File: src/hdl/rssw_pkg.sv
package rssw_pkg;

  localparam int WINDOW_DEPTH_DEF = 32;
  localparam int FRAC_BITS_DEF    = 16;

  // Input action codes
  localparam logic [1:0] ACT_SEND = 2'd0;
  localparam logic [1:0] ACT_ACK  = 2'd1;
  localparam logic [1:0] ACT_TICK = 2'd2;
  localparam logic [1:0] ACT_IDLE = 2'd3;

  // Result event codes
  localparam logic [2:0] EV_SENT     = 3'd0;
  localparam logic [2:0] EV_NEW_ACK  = 3'd1;
  localparam logic [2:0] EV_DUP_ACK  = 3'd2;
  localparam logic [2:0] EV_FAST_RTX = 3'd3;
  localparam logic [2:0] EV_TIMEOUT  = 3'd4;
  localparam logic [2:0] EV_REJECTED = 3'd5;
  localparam logic [2:0] EV_NONE     = 3'd6;

  // Congestion phases
  localparam logic [1:0] PH_SLOW  = 2'd0;
  localparam logic [1:0] PH_AVOID = 2'd1;
  localparam logic [1:0] PH_RECOV = 2'd2;

  // Configuration register indexes
  localparam logic [1:0] REG_RWND  = 2'd0;
  localparam logic [1:0] REG_TIMEO = 2'd1;
  localparam logic [1:0] REG_THRESH = 2'd2;
  localparam logic [1:0] REG_ISEQ  = 2'd3;

  localparam logic [7:0] DUP_FIRE = 8'd3;
  localparam logic [7:0] DUP_MAX  = 8'd255;

endpackage

File: src/hdl/rssw_if.sv
interface rssw_in_if;
  logic        valid;
  logic        ready;
  logic [1:0]  action;
  logic [15:0] segment_length;
  logic [31:0] ack_number;
  logic [31:0] sack_number;
  logic        checksum_ok;
  modport source (output valid, action, segment_length, ack_number, sack_number,
                  checksum_ok, input ready);
  modport sink (input valid, action, segment_length, ack_number, sack_number,
                checksum_ok, output ready);
endinterface

interface rssw_out_if;
  logic        valid;
  logic        ready;
  logic [2:0]  event_res;
  logic [31:0] segment_seq;
  logic        retransmit;
  logic [5:0]  allowed_window;
  logic [5:0]  outstanding;
  logic [31:0] cwnd_out;
  logic [31:0] threshold_out;
  logic [1:0]  phase_out;
  logic [31:0] window_base;
  modport source (output valid, event_res, segment_seq, retransmit, allowed_window,
                  outstanding, cwnd_out, threshold_out, phase_out, window_base,
                  input ready);
  modport sink (input valid, event_res, segment_seq, retransmit, allowed_window,
                outstanding, cwnd_out, threshold_out, phase_out, window_base,
                output ready);
endinterface

File: src/hdl/rssw_ram.sv
module rssw_ram #(
  parameter int WIDTH = 32,
  parameter int DEPTH = 32
) (
  input  logic                                     clk,
  input  logic                                     we,
  input  logic [(DEPTH > 1 ? $clog2(DEPTH) : 1)-1:0] waddr,
  input  logic [WIDTH-1:0]                         wdata,
  input  logic [(DEPTH > 1 ? $clog2(DEPTH) : 1)-1:0] raddr,
  output logic [WIDTH-1:0]                         rdata
);
  logic [WIDTH-1:0] mem [DEPTH];

  // Write one word, read one word registered
  always_ff @(posedge clk) begin
    if (we) begin
      mem[waddr] <= wdata;
    end
    rdata <= mem[raddr];
  end
endmodule

File: src/hdl/rssw_div.sv
module rssw_div #(
  parameter int NW = 17,
  parameter int DW = 16
) (
  input  logic          clk,
  input  logic          rst,
  input  logic          start,
  input  logic [NW-1:0] dividend,
  input  logic [DW-1:0] divisor,
  output logic          done,
  output logic [NW-1:0] quotient
);
  localparam int CNTW = $clog2(NW + 1);

  logic [DW-1:0]   rem;
  logic [CNTW-1:0] cnt;
  logic [DW:0]     trial;

  // Shift in the next dividend bit
  assign trial = {rem, quotient[NW-1]};

  // Restoring division, one quotient bit a cycle
  always_ff @(posedge clk) begin
    if (rst) begin
      cnt  <= '0;
      done <= 1'b0;
    end else begin
      done <= 1'b0;
      if (start) begin
        rem      <= '0;
        quotient <= dividend;
        cnt      <= CNTW'(NW);
      end else if (cnt != '0) begin
        if (trial >= {1'b0, divisor}) begin
          rem      <= DW'(trial - {1'b0, divisor});
          quotient <= {quotient[NW-2:0], 1'b1};
        end else begin
          rem      <= trial[DW-1:0];
          quotient <= {quotient[NW-2:0], 1'b0};
        end
        cnt <= cnt - 1'b1;
        if (cnt == CNTW'(1)) begin
          done <= 1'b1;
        end
      end
    end
  end
endmodule

File: src/hdl/reno_sack_send_window_top.sv
// Reno sender window with SACK marks. Transactions are taken one at a time
// under a sequencer; the input is not ready until the previous result has
// been loaded into the output register. A send, a tick with an empty window,
// an idle action or a corrupt ACK goes from accept straight to loading the
// result; a tick with held entries first reads and uses the head entry. A
// duplicate ACK passes through the ACK step; a fast retransmit with held
// entries adds the head read and use. A new ACK passes through the ACK step,
// the pop walk if entries are held and the window update, and in congestion
// avoidance waits on the restoring divider that forms 1/floor(cwnd). A
// non-zero SACK number visits each held entry, and the pop walk each entry
// examined (each popped entry, plus the first uncovered one if any remains).
// Window entries live in two RAMs with registered reads, so every entry
// visit takes a read step and a check step. A result that waits on a stalled
// output holds the block in its last step. A new input transaction is
// accepted while the previous result still waits on the output register.
module reno_sack_send_window_top
  import rssw_pkg::*;
#(
  parameter int WINDOW_DEPTH = WINDOW_DEPTH_DEF,
  parameter int FRAC_BITS    = FRAC_BITS_DEF
) (
  input  logic        clk,
  input  logic        rst,
  rssw_in_if.sink     in_ch,
  rssw_out_if.source  out_ch,
  input  logic        wr_en,
  input  logic [1:0]  wr_index,
  input  logic [31:0] wr_data
);
  localparam int PW = WINDOW_DEPTH > 1 ? $clog2(WINDOW_DEPTH) : 1;
  localparam int PW1 = PW + 1;
  localparam int CW = $clog2(WINDOW_DEPTH + 1);
  localparam int IW = 32 - FRAC_BITS;
  localparam int NW = FRAC_BITS + 1;
  localparam logic [32:0] ONE_Q = 33'(1) << FRAC_BITS;

  typedef enum logic [3:0] {
    S_IDLE, S_SACK_RD, S_SACK_CHK, S_ACK, S_POP_RD, S_POP_CHK,
    S_CWND, S_DIV, S_HEAD_RD, S_HEAD_USE, S_DONE
  } state_t;

  state_t state;

  logic [5:0]  rwnd;
  logic [31:0] timeo;
  logic [31:0] cwnd, thresh, snd_una, snd_nxt, time_now;
  logic [7:0]  dup_count;
  logic [1:0]  phase;
  logic [PW-1:0] head_ptr, walk_ptr;
  logic [CW-1:0] count, walk_i;

  logic [31:0] ack_r, sack_r;
  logic        is_tick;
  logic [2:0]  ev_r;
  logic [31:0] seq_r;
  logic        rtx_r;

  logic          a_we, b_we;
  logic [PW-1:0] a_waddr, b_waddr;
  logic [32:0]   a_wdata, a_rdata;
  logic [31:0]   b_wdata, b_rdata;

  logic          div_start, div_done;
  logic [NW-1:0] div_q;
  logic [IW-1:0] div_den;

  logic [31:0] allowed, win_int, halved;
  logic [32:0] cwnd_inc, cwnd_div, thr3;
  logic [39:0] thr_load;
  logic [PW:0]   tail_sum;
  logic [PW-1:0] tail_ptr;

  function automatic logic [PW-1:0] ptr_inc(input logic [PW-1:0] p);
    if (p == PW'(WINDOW_DEPTH - 1)) begin
      return '0;
    end
    return p + 1'b1;
  endfunction

  function automatic logic [31:0] sat32(input logic [32:0] v);
    return v[32] ? 32'hFFFF_FFFF : v[31:0];
  endfunction

  // Window and threshold arithmetic
  always_comb begin
    win_int = cwnd >> FRAC_BITS;
    allowed = win_int;
    if (allowed > {26'd0, rwnd}) begin
      allowed = {26'd0, rwnd};
    end
    if (allowed > 32'(WINDOW_DEPTH)) begin
      allowed = 32'(WINDOW_DEPTH);
    end
    halved = cwnd >> 1;
    if (halved < 32'(2 * ONE_Q)) begin
      halved = 32'(2 * ONE_Q);
    end
    cwnd_inc = {1'b0, cwnd} + ONE_Q;
    cwnd_div = {1'b0, cwnd} + 33'(div_q);
    thr3     = {1'b0, halved} + 33'(3) * ONE_Q;
    div_den  = (win_int[IW-1:0] == '0) ? IW'(1) : win_int[IW-1:0];
    thr_load = 40'(wr_data[15:0]) << FRAC_BITS;
    // Slot after the last held entry, wrapped at the window depth
    tail_sum = {1'b0, head_ptr} + PW1'(count);
    tail_ptr = (tail_sum >= PW1'(WINDOW_DEPTH)) ? PW'(tail_sum - PW1'(WINDOW_DEPTH))
                                                : tail_sum[PW-1:0];
  end

  assign in_ch.ready = (state == S_IDLE);
  assign div_start   = (state == S_CWND) && (phase == PH_AVOID);

  // Sequencer, state and output register
  always_ff @(posedge clk) begin
    if (rst) begin
      state        <= S_IDLE;
      rwnd         <= 6'd32;
      timeo        <= 32'd500;
      cwnd         <= 32'(ONE_Q);
      thresh       <= 32'd16 << FRAC_BITS;
      dup_count    <= '0;
      phase        <= PH_SLOW;
      snd_una      <= 32'd1;
      snd_nxt      <= 32'd1;
      time_now     <= '0;
      head_ptr     <= '0;
      count        <= '0;
      a_we         <= 1'b0;
      b_we         <= 1'b0;
      out_ch.valid <= 1'b0;
    end else begin
      a_we <= 1'b0;
      b_we <= 1'b0;
      if (out_ch.valid && out_ch.ready) begin
        out_ch.valid <= 1'b0;
      end
      // Configuration writes must arrive only while idle; the block does not enforce this
      if (wr_en) begin
        case (wr_index)
          REG_RWND:   rwnd  <= wr_data[5:0];
          REG_TIMEO:  timeo <= wr_data;
          REG_THRESH: thresh <= (thr_load[39:32] != '0) ? 32'hFFFF_FFFF : thr_load[31:0];
          REG_ISEQ: begin
            snd_una  <= wr_data;
            snd_nxt  <= wr_data;
            head_ptr <= '0;
            count    <= '0;
          end
          default: ;
        endcase
      end
      case (state)
        S_IDLE: begin
          if (in_ch.valid) begin
            ack_r   <= in_ch.ack_number;
            sack_r  <= in_ch.sack_number;
            ev_r    <= EV_NONE;
            seq_r   <= '0;
            rtx_r   <= 1'b0;
            is_tick <= 1'b0;
            walk_ptr <= head_ptr;
            walk_i   <= '0;
            state    <= S_DONE;
            if (in_ch.action == ACT_SEND) begin
              if (32'(count) >= allowed) begin
                ev_r <= EV_REJECTED;
              end else begin
                a_we     <= 1'b1;
                a_waddr  <= tail_ptr;
                a_wdata  <= {1'b0, snd_nxt};
                b_we     <= 1'b1;
                b_waddr  <= tail_ptr;
                b_wdata  <= time_now;
                count    <= count + 1'b1;
                seq_r    <= snd_nxt;
                snd_nxt  <= snd_nxt + 32'(in_ch.segment_length);
                ev_r     <= EV_SENT;
              end
            end else if (in_ch.action == ACT_ACK && in_ch.checksum_ok) begin
              if (in_ch.sack_number != '0 && count != '0) begin
                state <= S_SACK_RD;
              end else begin
                state <= S_ACK;
              end
            end else if (in_ch.action == ACT_TICK) begin
              time_now <= time_now + 1'b1;
              is_tick  <= 1'b1;
              if (count != '0) begin
                state <= S_HEAD_RD;
              end
            end
          end
        end
        S_SACK_RD: state <= S_SACK_CHK;
        S_SACK_CHK: begin
          // Mark the entry the SACK names
          if (a_rdata[31:0] == sack_r) begin
            a_we    <= 1'b1;
            a_waddr <= walk_ptr;
            a_wdata <= {1'b1, a_rdata[31:0]};
          end
          walk_ptr <= ptr_inc(walk_ptr);
          walk_i   <= walk_i + 1'b1;
          state    <= (walk_i + 1'b1 < count) ? S_SACK_RD : S_ACK;
        end
        S_ACK: begin
          if (ack_r > snd_una) begin
            snd_una   <= ack_r;
            dup_count <= '0;
            walk_ptr  <= head_ptr;
            ev_r      <= EV_NEW_ACK;
            state     <= (count != '0) ? S_POP_RD : S_CWND;
          end else begin
            state <= S_DONE;
            if (dup_count != DUP_MAX) begin
              dup_count <= dup_count + 1'b1;
            end
            if (dup_count + 1'b1 == DUP_FIRE) begin
              phase  <= PH_RECOV;
              thresh <= halved;
              cwnd   <= sat32(thr3);
              ev_r   <= EV_FAST_RTX;
              walk_ptr <= head_ptr;
              if (count != '0) begin
                state <= S_HEAD_RD;
              end
            end else begin
              if (phase == PH_RECOV) begin
                cwnd <= sat32(cwnd_inc);
              end
              ev_r <= EV_DUP_ACK;
            end
          end
        end
        S_POP_RD: state <= S_POP_CHK;
        S_POP_CHK: begin
          // Drop covered entries from the head
          if (a_rdata[31:0] < snd_una) begin
            head_ptr <= ptr_inc(head_ptr);
            walk_ptr <= ptr_inc(head_ptr);
            count    <= count - 1'b1;
            state    <= (count > CW'(1)) ? S_POP_RD : S_CWND;
          end else begin
            state <= S_CWND;
          end
        end
        S_CWND: begin
          state <= S_DONE;
          case (phase)
            PH_SLOW: begin
              cwnd <= sat32(cwnd_inc);
              if (sat32(cwnd_inc) >= thresh) begin
                phase <= PH_AVOID;
              end
            end
            PH_AVOID: state <= S_DIV;
            default: begin
              phase <= PH_AVOID;
              cwnd  <= thresh;
            end
          endcase
        end
        S_DIV: begin
          if (div_done) begin
            cwnd  <= sat32(cwnd_div);
            state <= S_DONE;
          end
        end
        S_HEAD_RD: state <= S_HEAD_USE;
        S_HEAD_USE: begin
          state <= S_DONE;
          if (!is_tick) begin
            b_we    <= 1'b1;
            b_waddr <= head_ptr;
            b_wdata <= time_now;
            rtx_r   <= 1'b1;
            seq_r   <= a_rdata[31:0];
          end else if (!a_rdata[32] && (time_now - b_rdata) > timeo) begin
            thresh    <= halved;
            cwnd      <= 32'(ONE_Q);
            phase     <= PH_SLOW;
            dup_count <= '0;
            b_we      <= 1'b1;
            b_waddr   <= head_ptr;
            b_wdata   <= time_now;
            rtx_r     <= 1'b1;
            seq_r     <= a_rdata[31:0];
            ev_r      <= EV_TIMEOUT;
          end
        end
        S_DONE: begin
          // Load the output register once it is free
          if (!out_ch.valid || out_ch.ready) begin
            out_ch.valid          <= 1'b1;
            out_ch.event_res      <= ev_r;
            out_ch.segment_seq    <= seq_r;
            out_ch.retransmit     <= rtx_r;
            out_ch.allowed_window <= allowed[5:0];
            out_ch.outstanding    <= 6'(count);
            out_ch.cwnd_out       <= cwnd;
            out_ch.threshold_out  <= thresh;
            out_ch.phase_out      <= phase;
            out_ch.window_base    <= snd_una;
            state                 <= S_IDLE;
          end
        end
        default: state <= S_IDLE;
      endcase
    end
  end

  rssw_ram #(.WIDTH(33), .DEPTH(WINDOW_DEPTH)) u_seq_ram (
    .clk(clk), .we(a_we), .waddr(a_waddr), .wdata(a_wdata),
    .raddr(walk_ptr), .rdata(a_rdata)
  );

  rssw_ram #(.WIDTH(32), .DEPTH(WINDOW_DEPTH)) u_time_ram (
    .clk(clk), .we(b_we), .waddr(b_waddr), .wdata(b_wdata),
    .raddr(walk_ptr), .rdata(b_rdata)
  );

  rssw_div #(.NW(NW), .DW(IW)) u_div (
    .clk(clk), .rst(rst), .start(div_start), .dividend(NW'(ONE_Q)),
    .divisor(div_den), .done(div_done), .quotient(div_q)
  );

  a_count_bound: assert property (@(posedge clk) disable iff (rst)
    32'(count) <= 32'(WINDOW_DEPTH))
    else $error("window holds more entries than its depth");

  a_div_only_in_div: assert property (@(posedge clk) disable iff (rst)
    div_done |-> state == S_DIV)
    else $error("divider finished outside the divide step");

  a_rtx_event: assert property (@(posedge clk) disable iff (rst)
    (out_ch.valid && out_ch.retransmit) |->
      (out_ch.event_res == EV_FAST_RTX || out_ch.event_res == EV_TIMEOUT))
    else $error("retransmit flagged without a retransmit event");

  a_time_write: assert property (@(posedge clk) disable iff (rst)
    b_we |-> ($past(state) == S_IDLE || $past(state) == S_HEAD_USE))
    else $error("send time written outside send or head update");

endmodule

File: src/flat_wrapper.sv
// flat-port wrapper written by rule: the top's interface ports become plain ports
module reno_sack_send_window_top_flat import rssw_pkg::*;
#(
  parameter int WINDOW_DEPTH = WINDOW_DEPTH_DEF,
  parameter int FRAC_BITS    = FRAC_BITS_DEF
)
  (clk, rst, wr_en, wr_index, wr_data, in_ch_valid, in_ch_action, in_ch_segment_length, in_ch_ack_number, in_ch_sack_number, in_ch_checksum_ok, in_ch_ready, out_ch_valid, out_ch_event_res, out_ch_segment_seq, out_ch_retransmit, out_ch_allowed_window, out_ch_outstanding, out_ch_cwnd_out, out_ch_threshold_out, out_ch_phase_out, out_ch_window_base, out_ch_ready);
  rssw_in_if in_ch_i ();
  rssw_out_if out_ch_i ();
  input  logic clk;
  input  logic rst;
  input  logic wr_en;
  input  logic [1:0] wr_index;
  input  logic [31:0] wr_data;
  input wire logic [$bits(in_ch_i.valid)-1:0] in_ch_valid;
  input wire logic [$bits(in_ch_i.action)-1:0] in_ch_action;
  input wire logic [$bits(in_ch_i.segment_length)-1:0] in_ch_segment_length;
  input wire logic [$bits(in_ch_i.ack_number)-1:0] in_ch_ack_number;
  input wire logic [$bits(in_ch_i.sack_number)-1:0] in_ch_sack_number;
  input wire logic [$bits(in_ch_i.checksum_ok)-1:0] in_ch_checksum_ok;
  output wire logic [$bits(in_ch_i.ready)-1:0] in_ch_ready;
  output wire logic [$bits(out_ch_i.valid)-1:0] out_ch_valid;
  output wire logic [$bits(out_ch_i.event_res)-1:0] out_ch_event_res;
  output wire logic [$bits(out_ch_i.segment_seq)-1:0] out_ch_segment_seq;
  output wire logic [$bits(out_ch_i.retransmit)-1:0] out_ch_retransmit;
  output wire logic [$bits(out_ch_i.allowed_window)-1:0] out_ch_allowed_window;
  output wire logic [$bits(out_ch_i.outstanding)-1:0] out_ch_outstanding;
  output wire logic [$bits(out_ch_i.cwnd_out)-1:0] out_ch_cwnd_out;
  output wire logic [$bits(out_ch_i.threshold_out)-1:0] out_ch_threshold_out;
  output wire logic [$bits(out_ch_i.phase_out)-1:0] out_ch_phase_out;
  output wire logic [$bits(out_ch_i.window_base)-1:0] out_ch_window_base;
  input wire logic [$bits(out_ch_i.ready)-1:0] out_ch_ready;
  assign in_ch_i.valid = in_ch_valid;
  assign in_ch_i.action = in_ch_action;
  assign in_ch_i.segment_length = in_ch_segment_length;
  assign in_ch_i.ack_number = in_ch_ack_number;
  assign in_ch_i.sack_number = in_ch_sack_number;
  assign in_ch_i.checksum_ok = in_ch_checksum_ok;
  assign in_ch_ready = in_ch_i.ready;
  assign out_ch_valid = out_ch_i.valid;
  assign out_ch_event_res = out_ch_i.event_res;
  assign out_ch_segment_seq = out_ch_i.segment_seq;
  assign out_ch_retransmit = out_ch_i.retransmit;
  assign out_ch_allowed_window = out_ch_i.allowed_window;
  assign out_ch_outstanding = out_ch_i.outstanding;
  assign out_ch_cwnd_out = out_ch_i.cwnd_out;
  assign out_ch_threshold_out = out_ch_i.threshold_out;
  assign out_ch_phase_out = out_ch_i.phase_out;
  assign out_ch_window_base = out_ch_i.window_base;
  assign out_ch_i.ready = out_ch_ready;
  reno_sack_send_window_top #(.WINDOW_DEPTH(WINDOW_DEPTH), .FRAC_BITS(FRAC_BITS)) u_core (.clk(clk), .rst(rst), .in_ch(in_ch_i), .out_ch(out_ch_i), .wr_en(wr_en), .wr_index(wr_index), .wr_data(wr_data));
endmodule
File: config.mk
export PLATFORM = sky130hd
export DESIGN_NAME = reno_sack_send_window_top_flat
export DESIGN_NICKNAME = d
export VERILOG_FILES = /design/src/hdl/rssw_pkg.sv /design/src/hdl/rssw_if.sv /design/src/hdl/rssw_ram.sv /design/src/hdl/rssw_div.sv /design/src/hdl/reno_sack_send_window_top.sv /design/src/flat_wrapper.sv
export SDC_FILE = /design/constraint.sdc
export NUM_CORES = 2
export LEC_CHECK = 0
export BUFFER_PORTS_ARGS = -buffer_cell sky130_fd_sc_hd__buf_2
export CAP_MARGIN = 20
export CORE_ASPECT_RATIO = 1.2
export CORE_MARGIN = 5
export CORE_UTILIZATION = 45
export CTS_BUF_LIST = sky130_fd_sc_hd__clkbuf_16
export CTS_CLUSTER_SIZE = 12
export DETAILED_ROUTE_END_ITERATION = 6
export GPL_ROUTABILITY_DRIVEN = 0
export PLACE_DENSITY = 0.65
export SETUP_SLACK_MARGIN = 0.02
export SLEW_MARGIN = 10
export SYNTH_ARGS = -nofsm -noshare
export SYNTH_HDL_FRONTEND = slang
export SYNTH_SLANG_ARGS = --single-unit
File: constraint.sdc
create_clock -name clk -period 11.1 [get_ports clk]
set_input_delay 2.775 -clock clk [delete_from_list [all_inputs] [get_ports clk]]
set_output_delay 2.775 -clock clk [all_outputs]
set_load 0.01 [all_outputs]
==> results.md <==
- The total nets after synthesis is 6,880.
- The number of iterations in the first detailed-routing pass is 5.
- Setup total negative slack on the finished layout was measured at 0 ns.
- Detailed placement ended at an HPWL of 183 mm.
- The count of clock tree sinks is 2,743.
- The floorplan step defined a die boundary enclosing 261,000 sq um.
- The average detailed-routed wire length per instance is 29.6 um.
- Using the TritonRoute via totals, the vias-per-cell ratio works out to 6.06.
- The worst min-delay path category is reg2reg.
- The total of max-cap violations is 0.
- Static timing analysis puts the maximum clock frequency at 0.151 GHz.
- TritonCTS built the clock tree.
- The total overflow left after global routing is 0.
- On the worst path, the slowest cell contributes a delay of 0.46 ns.
- TritonCTS created 286 clock buffers.
- The clock passes through at most 4 buffers.
- The biggest fanout along the worst timing path is 37.
- For the pin with the worst max-slew slack, the measured transition is 1.23 ns.
- The setup violation total in the final timing report is 0.
- For the worst setup path, the data required time is 11.53 ns.
- The via count of the first global-routing pass is 62.5k.
- The worst IR drop on VDD is 0.000124 V.
- The clock period minus final worst setup slack is 6.61 ns.
- During placement, the flow inserted port buffers numbering 269.
- Of the post-synthesis cell area, the part taken by muxes is 14.0%.
- The total number of vias is 63.3k.
- The predominant post-synthesis flop cell is sky130_fd_sc_hd__edfxtp_1.
- The number of gates given a new drive strength after cts is 0.
- Counting every instance in the synthesized netlist gives 6,507.
- The global router's overall resource usage is 23.3%.
- In the final layout, the share of cells above drive strength 1 is 22.1%.
- The worst setup skew after layout is 0.0760 ns.
- Dividing the final minimum period by the clock period gives 59.5%.
- A synthesized cell averages 17.3 sq um.
- In this run, post-CTS hold repair placed 0 buffers.
- The area fraction in and, or, nand and nor cells after synthesis is 5.21%.
- The number of placed instances with taps included is 9,956.
- Counting flops with an async set or reset pin after synthesis yields a share of 0%.
- At the placement stage, the worst setup path has a slack of 4.63 ns.
- The max-slew violation count is 0.
- The synthesized cell area is 113,000 sq um.
- The adder and majority gate portion of the synthesized area is 2.82%.
- The area growth from synthesis to layout is 12.9%.
- The synthesized design contains 2,743 register bits.
- The number of standard cells in the final layout excluding fillers is 10.4k.
- STA puts the critical path data arrival time at 7.04 ns.
- After clock tree synthesis, the clock-pin slew on the worst setup and hold paths is 0.06 ns.
- For the worst-skew pair, the clock arrives at the later sink with an insertion delay of 0.88 ns.
- The height of the chip is 558 um.
- The worst setup path is captured at a flop.
- The run finished with clean final reports.
- In this run, synthesis inferred 2,446 flip-flops with an integrated enable.
- The total number of yosys warnings is 0.
- The final hold violation count is 0.
- After synthesis, the largest family of logic cells by area is multiplexers.
- The kind of cell with the highest combined delay along the critical path is compound AO/OA/AOI/OAI gates.
- After detailed routing, the number of remaining DRC violations is 0.
- Walking the worst path, the cells encountered are inv_1 -> ha_1 -> inv_1 -> fa_1 -> a21oi_1 -> o2111ai_1 -> nand4_1 -> nand3_1 -> a21oi_1 -> o2111ai_1 -> a221o_1 -> a21oi_1 -> xnor2_1 -> ha_1 -> and4_1 -> nand2_1 -> nor3_1 -> a31o_2 -> nand2_1 -> a21o_1 -> a21oi_4 -> buf_4 -> a21boi_4 -> buf_4.
- The clock tree root driver cell is sky130_fd_sc_hd__clkbuf_16.
- STA classifies the critical path startpoint as a flop.
- The die width is 467 um.
- The number of library cell types mapped by synthesis is 83.
- Summing the areas of all compound-gate instances in the mapped netlist gives 4.66% of the synthesized area.
- The number of buffer and inverter stages on the critical path is 4.
- The share of the core filled with cells is 51.0%.
- The number of H-tree branching levels is 5.
- Setup slack closes at 4.49 ns.
- The net count of the finished layout is 7,274.
- During I/O placement, the number of pins put on the boundary was 270.
- The total power density per cell area is 204 nW/um^2.
- The initial antenna violation count is 23.
- The critical path is of the reg2reg type.
- The final layout contains routed wiring with a total length of 309 mm.
- The effective utilization at floorplan is 45.2%.
- In this run the remaining antenna-violating nets after routing total 0.
- Sequential elements use 70.4% of the synthesized area.
- The leakage power is 42.3 nW.
- The wire length of the first global-routing pass is 443 mm.
- The number of buffers inserted by post-CTS setup repair is 0.
- The number of rows in the core area is 201.
- Setup repair after global routing left no endpoint under its margin.
- Headroom to the max-slew limit came out at 18.0%.
- The iteration-0 DRC count of the detailed router is 7,649.
- The core region area is 250,000 sq um.
- Entering global routing, the biggest net connects 148 pins.
- The cell with the biggest individual delay on the critical path is sky130_fd_sc_hd__buf_4.
- The synthesized netlist devotes 1.18% of its cell area to XOR and XNOR gates.
- By instance count, the cell type seen most on the critical path is sky130_fd_sc_hd__a21oi_1.
-- final cells by class --
| type | instances | area [sq um] |
|---|---|---|
| fillers | 20000 | 122000 |
| flip-flops and latches | 2743 | 79400 |
| multi-input cells | 3241 | 32000 |
| clock buffers | 298 | 7460 |
| well taps | 3349 | 4190 |
| repair buffers | 407 | 2550 |
| clock inverters | 175 | 905 |
| inverters | 222 | 833 |
| diodes | 13 | 32.5 |
-- cell usage after synthesis (35+ instances only) --
master / number / share of area, %
sky130_fd_sc_hd__edfxtp_1: 2446 / 65
sky130_fd_sc_hd__mux4_2: 650 / 13
sky130_fd_sc_hd__nand2_1: 461 / 1.5
sky130_fd_sc_hd__nor2_1: 341 / 1.1
sky130_fd_sc_hd__dfxtp_1: 297 / 5.3
sky130_fd_sc_hd__ha_1: 246 / 2.7
sky130_fd_sc_hd__clkbuf_1: 219 / 0.73
sky130_fd_sc_hd__inv_1: 218 / 0.73
sky130_fd_sc_hd__a21oi_1: 215 / 0.95
sky130_fd_sc_hd__o21ai_0: 192 / 0.85
sky130_fd_sc_hd__nand3_1: 99 / 0.44
sky130_fd_sc_hd__xnor2_1: 90 / 0.70
sky130_fd_sc_hd__mux2_2: 69 / 0.69
sky130_fd_sc_hd__a211oi_1: 68 / 0.45
sky130_fd_sc_hd__nor3_1: 66 / 0.29
sky130_fd_sc_hd__xor2_1: 62 / 0.48
sky130_fd_sc_hd__buf_1: 57 / 0.19
sky130_fd_sc_hd__nand4_1: 57 / 0.32
sky130_fd_sc_hd__a21o_1: 52 / 0.35
sky130_fd_sc_hd__a311oi_1: 39 / 0.30
sky130_fd_sc_hd__mux2i_1: 36 / 0.32
sky130_fd_sc_hd__nand2b_1: 35 / 0.19
sky130_fd_sc_hd__nor4_1: 35 / 0.19
-- worst reg2reg max path, stage by stage, from the launching register on --
cell and delay (ns):
sky130_fd_sc_hd__dfxtp_1 0.34, sky130_fd_sc_hd__inv_1 0.11, sky130_fd_sc_hd__ha_1 0.20, sky130_fd_sc_hd__inv_1 0.06
sky130_fd_sc_hd__fa_1 0.41, sky130_fd_sc_hd__a21oi_1 0.25, sky130_fd_sc_hd__o2111ai_1 0.25, sky130_fd_sc_hd__nand4_1 0.19
sky130_fd_sc_hd__nand3_1 0.16, sky130_fd_sc_hd__a21oi_1 0.35, sky130_fd_sc_hd__o2111ai_1 0.28, sky130_fd_sc_hd__a221o_1 0.38
sky130_fd_sc_hd__a21oi_1 0.19, sky130_fd_sc_hd__xnor2_1 0.09, sky130_fd_sc_hd__ha_1 0.32, sky130_fd_sc_hd__and4_1 0.24
sky130_fd_sc_hd__nand2_1 0.10, sky130_fd_sc_hd__nor3_1 0.37, sky130_fd_sc_hd__a31o_2 0.23, sky130_fd_sc_hd__nand2_1 0.12
sky130_fd_sc_hd__a21o_1 0.24, sky130_fd_sc_hd__a21oi_4 0.14, sky130_fd_sc_hd__buf_4 0.46, sky130_fd_sc_hd__a21boi_4 0.26
sky130_fd_sc_hd__buf_4 0.45
-- where the power goes --
part / switching, W / internal [W] / total [W]
Clock: 0.00381 / 0.00491 / 0.00872
Combinational: 0.00266 / 0.00211 / 0.00477
Sequential: 0.000687 / 0.0119 / 0.0126
-- stage by stage --
step	power, W	instance area (sq um)	hold WS, ns
detailed placement	0.0175	119000	0.405
finish	0.0260	127000	0.400
global placement	0.0174	119000	0.403
floorplan	0.0158	113000	0.400
CTS	0.0262	127000	0.393
global route	0.0270	127000	0.402
-- path summary, 6_finish.rpt --
path,from,endpoint,slack [ns],cells after the start
setup / recovery,u_core.time_now[0],u_core.b_wdata[2],4.49,24
hold / removal,u_core.seq_r[20],u_core.out_ch.segment_seq[20],0.40,0
setup reg to reg,u_core.time_now[0],u_core.b_wdata[2],4.49,24
hold reg to reg,u_core.seq_r[20],u_core.out_ch.segment_seq[20],0.40,0
-- cell usage in the layout, fill, tap and decap left out, types with 31 or more instances in the layout --
master,Yosys,routed
sky130_fd_sc_hd__nor3_1,66,65
sky130_fd_sc_hd__mux4_2,650,650
sky130_fd_sc_hd__a21o_1,52,52
sky130_fd_sc_hd__xor2_1,62,62
sky130_fd_sc_hd__nor4_1,35,35
sky130_fd_sc_hd__mux2_2,69,69
sky130_fd_sc_hd__nor2_1,341,274
sky130_fd_sc_hd__buf_4,2,125
sky130_fd_sc_hd__a211oi_1,68,68
sky130_fd_sc_hd__nand4_1,57,57
sky130_fd_sc_hd__edfxtp_1,2446,2446
sky130_fd_sc_hd__clkinv_1,2,41
sky130_fd_sc_hd__o21ai_0,192,192
sky130_fd_sc_hd__nor2_4,0,66
sky130_fd_sc_hd__and2_1,33,33
sky130_fd_sc_hd__buf_2,23,268
sky130_fd_sc_hd__xnor2_1,90,90
sky130_fd_sc_hd__ha_1,246,246
sky130_fd_sc_hd__a311oi_1,39,39
sky130_fd_sc_hd__dfxtp_1,297,297
sky130_fd_sc_hd__mux2i_1,36,36
sky130_fd_sc_hd__clkbuf_16,0,298
sky130_fd_sc_hd__inv_1,218,328
sky130_fd_sc_hd__and3_1,31,31
sky130_fd_sc_hd__nand2_1,461,460
sky130_fd_sc_hd__a21oi_1,215,213
sky130_fd_sc_hd__nand2b_1,35,35
sky130_fd_sc_hd__nand3_1,99,97
-- registers in the layout, summed over array words and instances, names as in the netlist, 33 cells and up --
name and cells:
u_core.a_wdata 33, u_core.u_seq_ram.rdata 33, u_core.u_time_ram.mem 1024, u_core.u_seq_ram.mem 1056
-- kinds of logic (layout without fill, tap and decap cells) --
logic type / after synthesis / count (layout)
xor+xnor: 152 / 152
flops: 2743 / 2743
simple gates: 1274 / 1274
compound gates: 809 / 809
other cells: 0 / 13
mux: 755 / 755
fa+ha+maj: 251 / 251
buf+inv: 523 / 1102
-- metal layers --
metal | routed length [um] | vias to the layer above | GRT usage (%)
met5 | 38 | - | 0
met4 | 15800 | 8 | 10.5
met3 | 26200 | 678 | 3.99
met2 | 146000 | 3110 | 37.1
met1 | 121000 | 32800 | 31.6
li1 | - | 26600 | -
Note: power is estimated with default switching activity, not from simulation.
